**config.mk**
```make
export PLATFORM = sky130hd
export DESIGN_NAME = encoder_speed_estimator
export DESIGN_NICKNAME = d
export VERILOG_FILES = /design/src/rtl/ese_pkg.sv /design/src/rtl/ese_mul.sv /design/src/rtl/ese_fsm.sv /design/src/rtl/encoder_speed_estimator.sv
export SDC_FILE = /design/constraint.sdc
export NUM_CORES = 2
export LEC_CHECK = 0
export BUFFER_PORTS_ARGS = -buffer_cell sky130_fd_sc_hd__buf_2
export CORE_ASPECT_RATIO = 1.5
export CORE_MARGIN = 2
export CORE_UTILIZATION = 65
export DETAILED_ROUTE_END_ITERATION = 8
export GPL_TIMING_DRIVEN = 1
export PLACE_DENSITY = 0.9
export SETUP_SLACK_MARGIN = 0.15
export SLEW_MARGIN = 20
export SYNTH_ARGS = -nofsm -noshare
export SYNTH_HDL_FRONTEND = slang
export SYNTH_SLANG_ARGS = --single-unit
```
**constraint.sdc**
```tcl
create_clock -name aclk -period 13.48 [get_ports aclk]
set_input_delay 1.348 -clock aclk [delete_from_list [all_inputs] [get_ports aclk]]
set_output_delay 1.348 -clock aclk [all_outputs]
set_load 0.02 [all_outputs]
```
**src/rtl/ese_pkg.sv**
```systemverilog
// shared types and constants of the encoder speed estimator
// used by ese_fsm, ese_mul and encoder_speed_estimator; no dependencies
package ese_pkg;

    // action codes carried in s_axis_tuser
    typedef enum logic [1:0] {
        ACT_SAMPLE    = 2'd0,
        ACT_WRAP_UP   = 2'd1,
        ACT_WRAP_DOWN = 2'd2,
        ACT_RESTART   = 2'd3
    } action_t;

    // configuration register indexes
    typedef enum logic [1:0] {
        REG_RELOAD  = 2'd0,
        REG_ALPHA   = 2'd1,
        REG_TIMEOUT = 2'd2,
        REG_NONE    = 2'd3
    } reg_index_t;

    typedef enum logic [2:0] {
        ST_IDLE,
        ST_WRAP_MUL,
        ST_DIFF,
        ST_OLD_MUL,
        ST_NEW_MUL,
        ST_ACC,
        ST_FINISH,
        ST_DONE
    } state_t;

    // one-hot step strobes from the sequencer to the datapath
    typedef struct packed {
        logic accept;
        logic wrap_mul;
        logic diff_step;
        logic old_mul;
        logic new_mul;
        logic acc_step;
        logic finish;
        logic deliver;
    } ctrl_t;

    // status back from the datapath
    typedef struct packed {
        logic fire;
        logic is_sample;
        logic diff_zero;
        logic out_free;
    } stat_t;

    localparam int CFG_W   = 16;
    localparam int TIME_W  = 32;
    localparam int CNT_IN_W = 16;
    localparam int SPEED_W = 32;
    localparam int DIFF_W  = 24;
    localparam int MUL_A_W = 32;
    localparam int MUL_B_W = 18;
    localparam int PROD_W  = MUL_A_W + MUL_B_W;
    localparam int DSUM_W  = PROD_W + 1;
    localparam int ACC_W   = PROD_W + 2;
    localparam int Q_SHIFT = 16;
    localparam int RAW_SHIFT = 8;

    localparam logic [MUL_B_W-1:0] ALPHA_ONE  = MUL_B_W'(65536);
    localparam logic [ACC_W-1:0]   ROUND_HALF = ACC_W'(32768);

    localparam logic [CFG_W-1:0] RELOAD_RST  = 16'd65535;
    localparam logic [CFG_W-1:0] ALPHA_RST   = 16'd6554;
    localparam logic [CFG_W-1:0] TIMEOUT_RST = 16'd200;

    localparam logic [DIFF_W-1:0]  DIFF_MAX  = {1'b0, {(DIFF_W-1){1'b1}}};
    localparam logic [DIFF_W-1:0]  DIFF_MIN  = {1'b1, {(DIFF_W-1){1'b0}}};
    localparam logic [SPEED_W-1:0] SPEED_MAX = {1'b0, {(SPEED_W-1){1'b1}}};
    localparam logic [SPEED_W-1:0] SPEED_MIN = {1'b1, {(SPEED_W-1){1'b0}}};

endpackage

```
**src/rtl/ese_mul.sv**
```systemverilog
// shared signed multiplier of the encoder speed estimator, product registered
// depends on ese_pkg for operand widths
module ese_mul (
    input  logic                                 aclk,
    input  logic signed [ese_pkg::MUL_A_W-1:0]   op_a,
    input  logic signed [ese_pkg::MUL_B_W-1:0]   op_b,
    output logic signed [ese_pkg::PROD_W-1:0]    prod
);

    logic signed [ese_pkg::PROD_W-1:0] prod_reg;
    logic signed [ese_pkg::PROD_W-1:0] prod_next;

    // full-width signed product, operands extended to the product width
    assign prod_next = op_a * op_b;

    always_ff @(posedge aclk) begin
        prod_reg <= prod_next;
    end

    assign prod = prod_reg;

endmodule

```
**src/rtl/ese_fsm.sv**
```systemverilog
// step sequencer of the encoder speed estimator
// depends on ese_pkg for state_t, ctrl_t and stat_t
module ese_fsm (
    input  logic            aclk,
    input  logic            aresetn,
    input  ese_pkg::stat_t  stat,
    output ese_pkg::ctrl_t  ctrl,
    output logic            ready
);

    ese_pkg::state_t state_reg;
    ese_pkg::state_t state_next;

    always_ff @(posedge aclk) begin
        if (!aresetn) begin
            state_reg <= ese_pkg::ST_IDLE;
        end else begin
            state_reg <= state_next;
        end
    end

    always_comb begin
        state_next = state_reg;
        unique case (state_reg)
            ese_pkg::ST_IDLE: begin
                if (stat.fire) begin
                    state_next = stat.is_sample ? ese_pkg::ST_WRAP_MUL : ese_pkg::ST_DONE;
                end
            end
            ese_pkg::ST_WRAP_MUL: state_next = ese_pkg::ST_DIFF;
            ese_pkg::ST_DIFF: begin
                // a still sample needs no filter update
                state_next = stat.diff_zero ? ese_pkg::ST_DONE : ese_pkg::ST_OLD_MUL;
            end
            ese_pkg::ST_OLD_MUL: state_next = ese_pkg::ST_NEW_MUL;
            ese_pkg::ST_NEW_MUL: state_next = ese_pkg::ST_ACC;
            ese_pkg::ST_ACC:     state_next = ese_pkg::ST_FINISH;
            ese_pkg::ST_FINISH:  state_next = ese_pkg::ST_DONE;
            ese_pkg::ST_DONE: begin
                if (stat.out_free) begin
                    state_next = ese_pkg::ST_IDLE;
                end
            end
            default: state_next = ese_pkg::ST_IDLE;
        endcase
    end

    always_comb begin
        ctrl  = '0;
        ready = 1'b0;
        unique case (state_reg)
            ese_pkg::ST_IDLE: begin
                ready       = 1'b1;
                ctrl.accept = stat.fire;
            end
            ese_pkg::ST_WRAP_MUL: ctrl.wrap_mul  = 1'b1;
            ese_pkg::ST_DIFF:     ctrl.diff_step = 1'b1;
            ese_pkg::ST_OLD_MUL:  ctrl.old_mul   = 1'b1;
            ese_pkg::ST_NEW_MUL:  ctrl.new_mul   = 1'b1;
            ese_pkg::ST_ACC:      ctrl.acc_step  = 1'b1;
            ese_pkg::ST_FINISH:   ctrl.finish    = 1'b1;
            ese_pkg::ST_DONE:     ctrl.deliver   = stat.out_free;
            default: ctrl = '0;
        endcase
    end

endmodule

```
**src/rtl/encoder_speed_estimator.sv**
```systemverilog
// encoder speed estimator: a moving sample steps through wrap multiply, count difference,
// old and new filter products, accumulate and finish; a still sample skips the filter steps,
// a wrap or restart beat skips all of them. all products go through one registered
// multiplier (ese_mul), which sets the sample length. the result sits in an output register,
// so the next beat is taken while it waits. synchronous active-low reset restores the
// register defaults and clears all estimator state and the output valid
module encoder_speed_estimator #(
    parameter int COUNT_WIDTH = 16,
    parameter int TALLY_WIDTH = 8
) (
    input  logic        aclk,
    input  logic        aresetn,
    // config write port
    input  logic        cfg_wr_en,
    input  logic [1:0]  cfg_index,
    input  logic [15:0] cfg_data,
    // input stream
    input  logic        s_axis_tvalid,
    output logic        s_axis_tready,
    input  logic [47:0] s_axis_tdata,   // [15:0] counter_value, [47:16] time_ms
    input  logic [1:0]  s_axis_tuser,   // [1:0] action
    // result stream
    output logic        m_axis_tvalid,
    input  logic        m_axis_tready,
    output logic [63:0] m_axis_tdata    // [31:0] speed_q8, [55:32] step_diff,
                                        // [56] stopped, [57] clear_counter, [63:58] zero
);

    localparam int DW = ese_pkg::DSUM_W;
    localparam int AW = ese_pkg::ACC_W;
    localparam logic [TALLY_WIDTH-1:0] TALLY_MAX = {1'b0, {(TALLY_WIDTH-1){1'b1}}};
    localparam logic [TALLY_WIDTH-1:0] TALLY_MIN = ~TALLY_MAX + 1'b1;

    ese_pkg::ctrl_t ctrl;
    ese_pkg::stat_t stat;
    ese_pkg::action_t act;

    // config registers
    logic [15:0] reload_reg, alpha_reg, timeout_reg;

    // estimator state
    logic [COUNT_WIDTH-1:0] prev_reg, prev_next;
    logic [TALLY_WIDTH-1:0] tally_reg, tally_next;
    logic [31:0]            last_reg, last_next;
    logic [31:0]            speed_reg, speed_next;
    logic                   stopped_reg, stopped_next;

    // working registers of the item in flight
    logic [COUNT_WIDTH-1:0] cur_reg, cur_next;
    logic [31:0]            time_reg, time_next;
    logic [23:0]            diff_reg, diff_next;
    logic                   clear_reg, clear_next;
    logic [AW-1:0]          acc_reg, acc_next;

    // output register
    logic        m_valid_reg, m_valid_next;
    logic [31:0] m_speed_reg;
    logic [23:0] m_diff_reg;
    logic        m_stopped_reg, m_clear_reg;

    logic signed [ese_pkg::MUL_A_W-1:0] op_a;
    logic signed [ese_pkg::MUL_B_W-1:0] op_b;
    logic signed [ese_pkg::PROD_W-1:0]  prod;

    logic [31:0]          cnt_ext;
    logic [DW-1:0]        dsum;
    logic [DW-1:DW-DW+23] dsum_hi;
    logic [23:0]          diff_calc;
    logic [31:0]          elapsed;
    logic                 stop_hit;
    logic [AW-1:0]        prod_ext;
    logic [AW-1:47]       acc_hi;
    logic [31:0]          speed_calc;

    assign act = ese_pkg::action_t'(s_axis_tuser);

    assign stat.fire      = s_axis_tvalid && s_axis_tready;
    assign stat.is_sample = (act == ese_pkg::ACT_SAMPLE);
    assign stat.diff_zero = (diff_calc == '0);
    assign stat.out_free  = !m_valid_reg || m_axis_tready;

    ese_fsm u_fsm (
        .aclk    (aclk),
        .aresetn (aresetn),
        .stat    (stat),
        .ctrl    (ctrl),
        .ready   (s_axis_tready)
    );

    ese_mul u_mul (
        .aclk (aclk),
        .op_a (op_a),
        .op_b (op_b),
        .prod (prod)
    );

    // operand select for the shared multiplier
    always_comb begin
        op_a = '0;
        op_b = '0;
        if (ctrl.wrap_mul) begin
            op_a = {{(32-TALLY_WIDTH){tally_reg[TALLY_WIDTH-1]}}, tally_reg};
            op_b = {2'b00, reload_reg} + 18'd1;
        end else if (ctrl.old_mul) begin
            op_a = speed_reg;
            op_b = ese_pkg::ALPHA_ONE - {2'b00, alpha_reg};
        end else if (ctrl.new_mul) begin
            op_a = {{8{diff_reg[23]}}, diff_reg};
            op_b = {2'b00, alpha_reg};
        end
    end

    // count change with wrap correction, saturated to 24 bits
    assign cnt_ext = {16'b0, s_axis_tdata[15:0]};
    assign dsum = {{(DW-COUNT_WIDTH){1'b0}}, cur_reg}
                - {{(DW-COUNT_WIDTH){1'b0}}, prev_reg}
                + {prod[ese_pkg::PROD_W-1], prod};
    assign dsum_hi = dsum[DW-1:23];

    always_comb begin
        if (dsum_hi == '0 || dsum_hi == '1) begin
            diff_calc = dsum[23:0];
        end else begin
            diff_calc = dsum[DW-1] ? ese_pkg::DIFF_MIN : ese_pkg::DIFF_MAX;
        end
    end

    assign elapsed  = time_reg - last_reg;
    assign stop_hit = !stopped_reg && (elapsed >= {16'b0, timeout_reg});

    // filter: floor((old*(1-a) + diff*256*a + half) / 65536), clamped
    assign prod_ext = {{(AW-ese_pkg::PROD_W){prod[ese_pkg::PROD_W-1]}}, prod};
    assign acc_hi   = acc_reg[AW-1:47];

    always_comb begin
        if (acc_hi == '0 || acc_hi == '1) begin
            speed_calc = acc_reg[47:16];
        end else begin
            speed_calc = acc_reg[AW-1] ? ese_pkg::SPEED_MIN : ese_pkg::SPEED_MAX;
        end
    end

    always_comb begin
        prev_next    = prev_reg;
        tally_next   = tally_reg;
        last_next    = last_reg;
        speed_next   = speed_reg;
        stopped_next = stopped_reg;
        cur_next     = cur_reg;
        time_next    = time_reg;
        diff_next    = diff_reg;
        clear_next   = clear_reg;
        acc_next     = acc_reg;

        if (ctrl.accept) begin
            cur_next   = cnt_ext[COUNT_WIDTH-1:0];
            time_next  = s_axis_tdata[47:16];
            diff_next  = '0;
            clear_next = 1'b0;
            case (act)
                ese_pkg::ACT_WRAP_UP: begin
                    if (tally_reg != TALLY_MAX) tally_next = tally_reg + 1'b1;
                end
                ese_pkg::ACT_WRAP_DOWN: begin
                    if (tally_reg != TALLY_MIN) tally_next = tally_reg - 1'b1;
                end
                ese_pkg::ACT_RESTART: begin
                    prev_next    = '0;
                    tally_next   = '0;
                    speed_next   = '0;
                    stopped_next = 1'b0;
                    last_next    = s_axis_tdata[47:16];
                    clear_next   = 1'b1;
                end
                default: ;
            endcase
        end

        if (ctrl.diff_step) begin
            diff_next  = diff_calc;
            tally_next = '0;
            prev_next  = cur_reg;
            if (diff_calc == '0) begin
                if (stop_hit) begin
                    prev_next    = '0;
                    speed_next   = '0;
                    stopped_next = 1'b1;
                    clear_next   = 1'b1;
                end
            end else begin
                stopped_next = 1'b0;
                last_next    = time_reg;
            end
        end

        if (ctrl.new_mul) begin
            acc_next = prod_ext;
        end
        if (ctrl.acc_step) begin
            acc_next = acc_reg + {prod_ext[AW-1-ese_pkg::RAW_SHIFT:0], 8'b0}
                     + ese_pkg::ROUND_HALF;
        end
        if (ctrl.finish) begin
            speed_next = speed_calc;
        end
    end

    always_comb begin
        m_valid_next = m_valid_reg;
        if (ctrl.deliver) begin
            m_valid_next = 1'b1;
        end else if (m_axis_tready) begin
            m_valid_next = 1'b0;
        end
    end

    always_ff @(posedge aclk) begin
        if (!aresetn) begin
            reload_reg  <= ese_pkg::RELOAD_RST;
            alpha_reg   <= ese_pkg::ALPHA_RST;
            timeout_reg <= ese_pkg::TIMEOUT_RST;
            prev_reg    <= '0;
            tally_reg   <= '0;
            last_reg    <= '0;
            speed_reg   <= '0;
            stopped_reg <= 1'b0;
            m_valid_reg <= 1'b0;
        end else begin
            if (cfg_wr_en) begin
                unique case (ese_pkg::reg_index_t'(cfg_index))
                    ese_pkg::REG_RELOAD:  reload_reg  <= cfg_data;
                    ese_pkg::REG_ALPHA:   alpha_reg   <= cfg_data;
                    ese_pkg::REG_TIMEOUT: timeout_reg <= cfg_data;
                    ese_pkg::REG_NONE: ;
                    default: ;
                endcase
            end
            prev_reg    <= prev_next;
            tally_reg   <= tally_next;
            last_reg    <= last_next;
            speed_reg   <= speed_next;
            stopped_reg <= stopped_next;
            m_valid_reg <= m_valid_next;
        end
    end

    always_ff @(posedge aclk) begin
        cur_reg   <= cur_next;
        time_reg  <= time_next;
        diff_reg  <= diff_next;
        clear_reg <= clear_next;
        acc_reg   <= acc_next;
        if (ctrl.deliver) begin
            m_speed_reg   <= speed_reg;
            m_diff_reg    <= diff_reg;
            m_stopped_reg <= stopped_reg;
            m_clear_reg   <= clear_reg;
        end
    end

    assign m_axis_tvalid = m_valid_reg;
    assign m_axis_tdata  = {6'b0, m_clear_reg, m_stopped_reg, m_diff_reg, m_speed_reg};

endmodule

```
Yosys cells after proc, flatten, opt, wreduce, memory -nomap -nowiden
Index checks and enable logic that the tools add are counted.
{"block": "word_totals", "regBits": 374, "input_bits": 73, "output_inout_bits": 66}
{"block": "classes", "n_mux": 58, "addsub": 9, "eq_ne": 20, "n_bitwise": 1, "reduce_logical": 25, "n_mul": 1, "n_lt_le_gt_ge": 1}
{"cell": "two-way mux 32 bit", "count": 15}
{"cell": "two-way mux 52 bit", "count": 2}
{"cell": "two-way mux 16 bit", "count": 6}
{"cell": "two-way mux 24 bit", "count": 4}
{"cell": "adder 52 x 16 -> 52 bit, second input constant", "count": 1}
{"cell": "adder 52 bit", "count": 1}
{"cell": "adder 17 x 50 -> 51 bit", "count": 1}
{"cell": "multiplier 32 x 18 -> 50 bit", "count": 1}
{"cell": "two-way mux 18 bit", "count": 2}
{"cell": ">= comparator 32 x 16 -> 1 bit", "count": 1}
{"cell": "subtractor 32 bit", "count": 1}
{"cell": "== test 28 bit, second input constant", "count": 1}
{"cell": "zero test 28 bit", "count": 1}
{"cell": "zero test 24 bit", "count": 1}
{"cell": "case mux 3 bit (8 select lines)", "count": 1}
{"cell": "case mux 8 bit (3 select lines)", "count": 1}
{"cell": "two-way mux 1 bit", "count": 21}
{"cell": "subtractor 17 x 16 -> 18 bit, first input constant", "count": 1}
{"cell": "adder 16 x 1 -> 17 bit, second input constant", "count": 1}
{"cell": "subtractor 16 x 16 -> 17 bit", "count": 1}
{"cell": "two-way mux 8 bit", "count": 2}
{"cell": "== test 3 bit, second input constant", "count": 4}
{"cell": "two-way mux 3 bit", "count": 4}
{"cell": "AND reduction 2 bit", "count": 5}
{"cell": "22 further kinds", "count": 36}

Logic depth before layout (Yosys ltp)
{"block": "depth", "ltp_word": 9, "ltp_mapped": 38}

By module
Synthesis repeated with hierarchy kept, for this count alone.
{"block": "unflattened", "hier_cells": 4731, "area_unflattened_um2": 42881.1}
{"module": "encoder_speed_estimator", "area_each_um2": 21829.7, "instances": 1, "cells_per_inst": 2404}
{"module": "ese_mul", "area_each_um2": 20846.2, "instances": 1, "cells_per_inst": 2300}
{"module": "ese_fsm", "area_each_um2": 205.2, "instances": 1, "cells_per_inst": 27}

Worst setup path after synthesis
No wires, ideal clock.
{"block": "synth_timing", "path_type": "reg-to-reg", "from": "register alpha_reg[0]", "to": "register u_mul.prod_reg, in the netlist u_mul.prod[49]", "t_arrival_ns": 9.178, "period_less_slack_ns": 9.298, "path_stages_with_launch": 34, "path_slack_ns": 4.182, "required_ns": 13.360, "path_cell_list": "dfxtp_1 > or3_1 > or3_1 > or3_1 > or3_1 > or3_1 > or3_1 > o21ai_0 > a221oi_1 > a21oi_1 > clkbuf_1 > nand2_1 > fa_1 > inv_1 > fa_1 > fa_1 > fa_1 > fa_1 > inv_1 > fa_1 > inv_1 > ha_1 > a2111oi_0 > nor3b_1 > nand2_1 > a21oi_1 > a21bo_2 > a22o_1 > a41o_1 > o41ai_1 > o21a_1 > o21ai_0 > a21oi_1 > xnor2_1"}
{"block": "synth_between", "elab_chain_cells": 4, "word_cells_on_any_way": 5, "cone_classes": "1 x add/sub; 1 x mul; 3 x mux"}
{"item": "from (decl)", "line_no": "encoder_speed_estimator.sv:39", "text": "logic [15:0] reload_reg, alpha_reg, timeout_reg;"}
{"item": "from (signal assigned)", "line_no": "encoder_speed_estimator.sv:220", "text": "alpha_reg <= ese_pkg::ALPHA_RST;"}
{"item": "from (signal assigned)", "line_no": "encoder_speed_estimator.sv:232", "text": "ese_pkg::REG_ALPHA: alpha_reg <= cfg_data;"}
{"item": "subtractor 17 x 16 -> 18 bit or two-way mux 16 bit (tied branches)", "line_no": "encoder_speed_estimator.sv:106, encoder_speed_estimator.sv:107"}
{"item": "two-way mux 18 bit (*)", "line_no": "encoder_speed_estimator.sv:104", "text": "end else if (ctrl.old_mul) begin"}
{"item": "two-way mux 18 bit (*)", "line_no": "encoder_speed_estimator.sv:101", "text": "if (ctrl.wrap_mul) begin"}
{"item": "multiplier 32 x 18 -> 50 bit (*)", "line_no": "ese_mul.sv:14", "text": "assign prod_next = op_a * op_b;"}
{"item": "via u_mul.prod_next (one bit)", "line_no": "ese_mul.sv:11", "text": "logic signed [ese_pkg::PROD_W-1:0] prod_next;"}
{"item": "to (signal assigned)", "line_no": "ese_mul.sv:17", "text": "prod_reg <= prod_next;"}
{"item": "to (decl)", "line_no": "ese_mul.sv:10", "text": "logic signed [ese_pkg::PROD_W-1:0] prod_reg;"}
The timed path passes the listed nets; every way through them passes the cells marked *.
A chain may end at the register's enable or synchronous reset.

Worst setup path in the final report
{"block": "layout_timing", "from": "register alpha_reg[0]", "to": "register u_mul.prod_reg, in the netlist u_mul.prod[47]"}
The elaborated chain is that of the path after synthesis.

==> run_results.csv <==
group,metric,value,unit
yosys,syn_inst,4950,
clock_tree,ctsHtreeMaxLevel,2,
global_route,antenna_found_initial,18,
timing,slew_viol_final,0,
worst_setup_path,critPathCaptureType,"flop",
cells_and_area,drive_gt1_share,6.63,%
timing,fin_tns_setup,0,ns
die,die_y,317,um
yosys,synth_cell_type_count,90,
timing,tightestPinTransition,1.21,ns
die,die_x,213,um
timing,rsz0062_at_grt,"false",
yosys,avgSynthCellArea,8.60,um^2
routing,drt-initial-drc-count,3489,
placement,hpwl,98200,um
routing,drc,0,
worst_setup_path,path_class,"reg2reg",
worst_setup_path,path_buf_inv,4,
worst_setup_path,crit_required,13.97,ns
worst_setup_path,cp-start-kind,"flop",
cells_and_area,area_growth,6.53,%
timing,hold_viol,0,
global_route,grt_pass1_wl,204000,um
global_route,grt.overflow.total,0,
worst_setup_path,r2r_start,"alpha_reg[0]$_SDFFE_PN0P_",
clock_tree,numCtsBuffers,37,
cells_and_area,nFillCells,4711,
placement,place_congestion,1.00,
routing,wl_per_cell,22.3,um
yosys,syn_area,0.0426,mm^2
yosys,async_flop_share,0,%
yosys,ys_seq_area_share,21.3,%
timing,max_slew_margin,19.4,%
clock_tree,clk_path_buf_depth,3,
global_route,grt_pass1_vias,38852,
timing,period_share,77.4,%
routing,firstDrtPassIters,8,
placement,dpl_cell_area,0.0440,mm^2
worst_setup_path,critPathArrivalTime,10.93,ns
clock_tree,clk_latency,0.58,ns
die,num_rows,114,
cells_and_area,layout_common_cells,"816 x inv_1, 744 x nand2_1, 526 x fa_1",
clock_tree,numClockSinks,366,
clock_tree,path_clk_slew,0.07,ns
routing,ant_nets,0,
cells_and_area,largest_reg_flops,50,
clock_tree,hold_buffers,0,
job,maxCapViolations,0,
run_status,outcome,"complete, no violations",
timing,period_needed,10.44,ns
worst_setup_path,slowest_delay,0.77,ns
hold_path,worstHoldStart,"timeout_reg[5]$_SDFFE_PN0P_",
cells_and_area,seq_area,0.00907,mm^2
global_route,track_usage,39.3,%
yosys,ys.flop_type,"dfxtp_1",
clock_tree,post_cts_buffers,0,
placement,portBuffers,132,
worst_setup_path,cp_max_fo,32,
worst_setup_path,crit_family,"compound AO/OA/AOI/OAI gates",
routing,via_count,37507,
timing,max_freq,0.0958,GHz
cells_and_area,post-route-util,70.2,%
cells_and_area,final_area,0.0453,mm^2
yosys,yosysWarnings,0,
clock_tree,cts_tree,"done",
routing,via_per_inst,6.40,
cells_and_area,final_common_cell,"inv_1",
worst_setup_path,worstSetupStartpoint,"alpha_reg[0]$_SDFFE_PN0P_",
timing,holdWs,0.456,ns
yosys,synth-edff-count,174,
die,die_area,0.0676,mm^2
hold_path,hold_class,"reg2reg",
clock_tree,cts_root_buf,"clkbuf_16",
routing,wirelength,131000,um
worst_setup_path,cp_slowest_cell,"a21oi_4",
cells_and_area,multi_input_area,0.0297,mm^2
timing,clock_skew,0.0317,ns
clock_tree,cts_resized,0,
die,core-area,0.0646,mm^2
yosys,ys_ff_latch,366,
worst_setup_path,regToRegSetupSlack,3.04,ns
timing,finalSetupViolCount,0,
die,io_pins,139,
die,start_util,65.9,%
global_route,grt_max_degree,83,
cells_and_area,layout.nets,5880,
cell families (layout without fill, tap and decap cells):
logic type	Yosys count	after routing	share of synthesized area, %
AND/OR/NAND/NOR	1487	1487	15.9
adder cells (fa/ha/maj)	855	855	34.4
XOR/XNOR	153	153	3.15
flip-flops	366	366	21.3
other	1	12	0.00881
AO/OA/AOI/OAI	1030	1030	15.5
buffers and inverters	1046	1072	9.41
multiplexers	12	12	0.297
routing by layer:
layer	GRT usage, %	wire, um
met5	0	156
met4	37.3	14700
met3	9.39	12300
met2	66.3	62600
met1	39.8	41100
path summary, 6_finish.rpt:
| check | endpoint | cells after the start |
|---|---|---|
| setup / recovery | u_mul.prod[47]$_DFF_P_ | 33 |
| hold reg to reg | timeout_reg[5]$_SDFFE_PN0P_ | 2 |
| setup reg to reg | u_mul.prod[47]$_DFF_P_ | 33 |
| hold / removal | timeout_reg[5]$_SDFFE_PN0P_ | 2 |
synth_stat cells, types with 55 or more instances:
master	count	area [um^2]
nor2b_1	65	407
nand2_1	747	2800
ha_1	329	4120
a31oi_1	55	344
nand3_1	63	315
xnor2_1	89	780
a221oi_1	63	552
xor2_1	64	561
a21oi_1	267	1340
and2_1	64	400
edfxtp_1	174	5230
fa_1	526	10500
o21ai_0	268	1340
nor2_1	253	950
dfxtp_1	192	3840
clkbuf_1	196	736
a21o_1	80	601
inv_1	817	3070
nor3_1	74	370
worst reg2reg max path: cells and delay by family (launching register included):
family,cells,cell delay [ns]
XOR/XNOR,1,0.15
flip-flops,1,0.36
AND/OR/NAND/NOR,9,2.87
AO/OA/AOI/OAI,12,3.34
buffers and inverters,4,0.36
adder cells (fa/ha/maj),7,3.31
area by class of cell:
class	instances	area share (%)
Inverter	819	6.78
Sequential cell	366	20.0
Timing Repair Buffer	185	2.38
Clock buffer	45	2.24
Clock inverter	23	0.546
Antenna cell	6	0.0331
Tap cell	870	2.40
Multi-Input combinational cell	3543	65.6
metrics by stage:
step           worst slack [ns]  instances
4_1_cts                    3.12       5850
3_5_place_dp               3.23       5782
6_report                   3.04       5857
3_3_place_gp               3.44       5782
5_1_grt                    2.44       5856
2_1_floorplan              4.18       4955
Power is left out: the tool's default activity adds up to more than one toggle a clock period on the data nets, which glitch-free logic cannot reach.
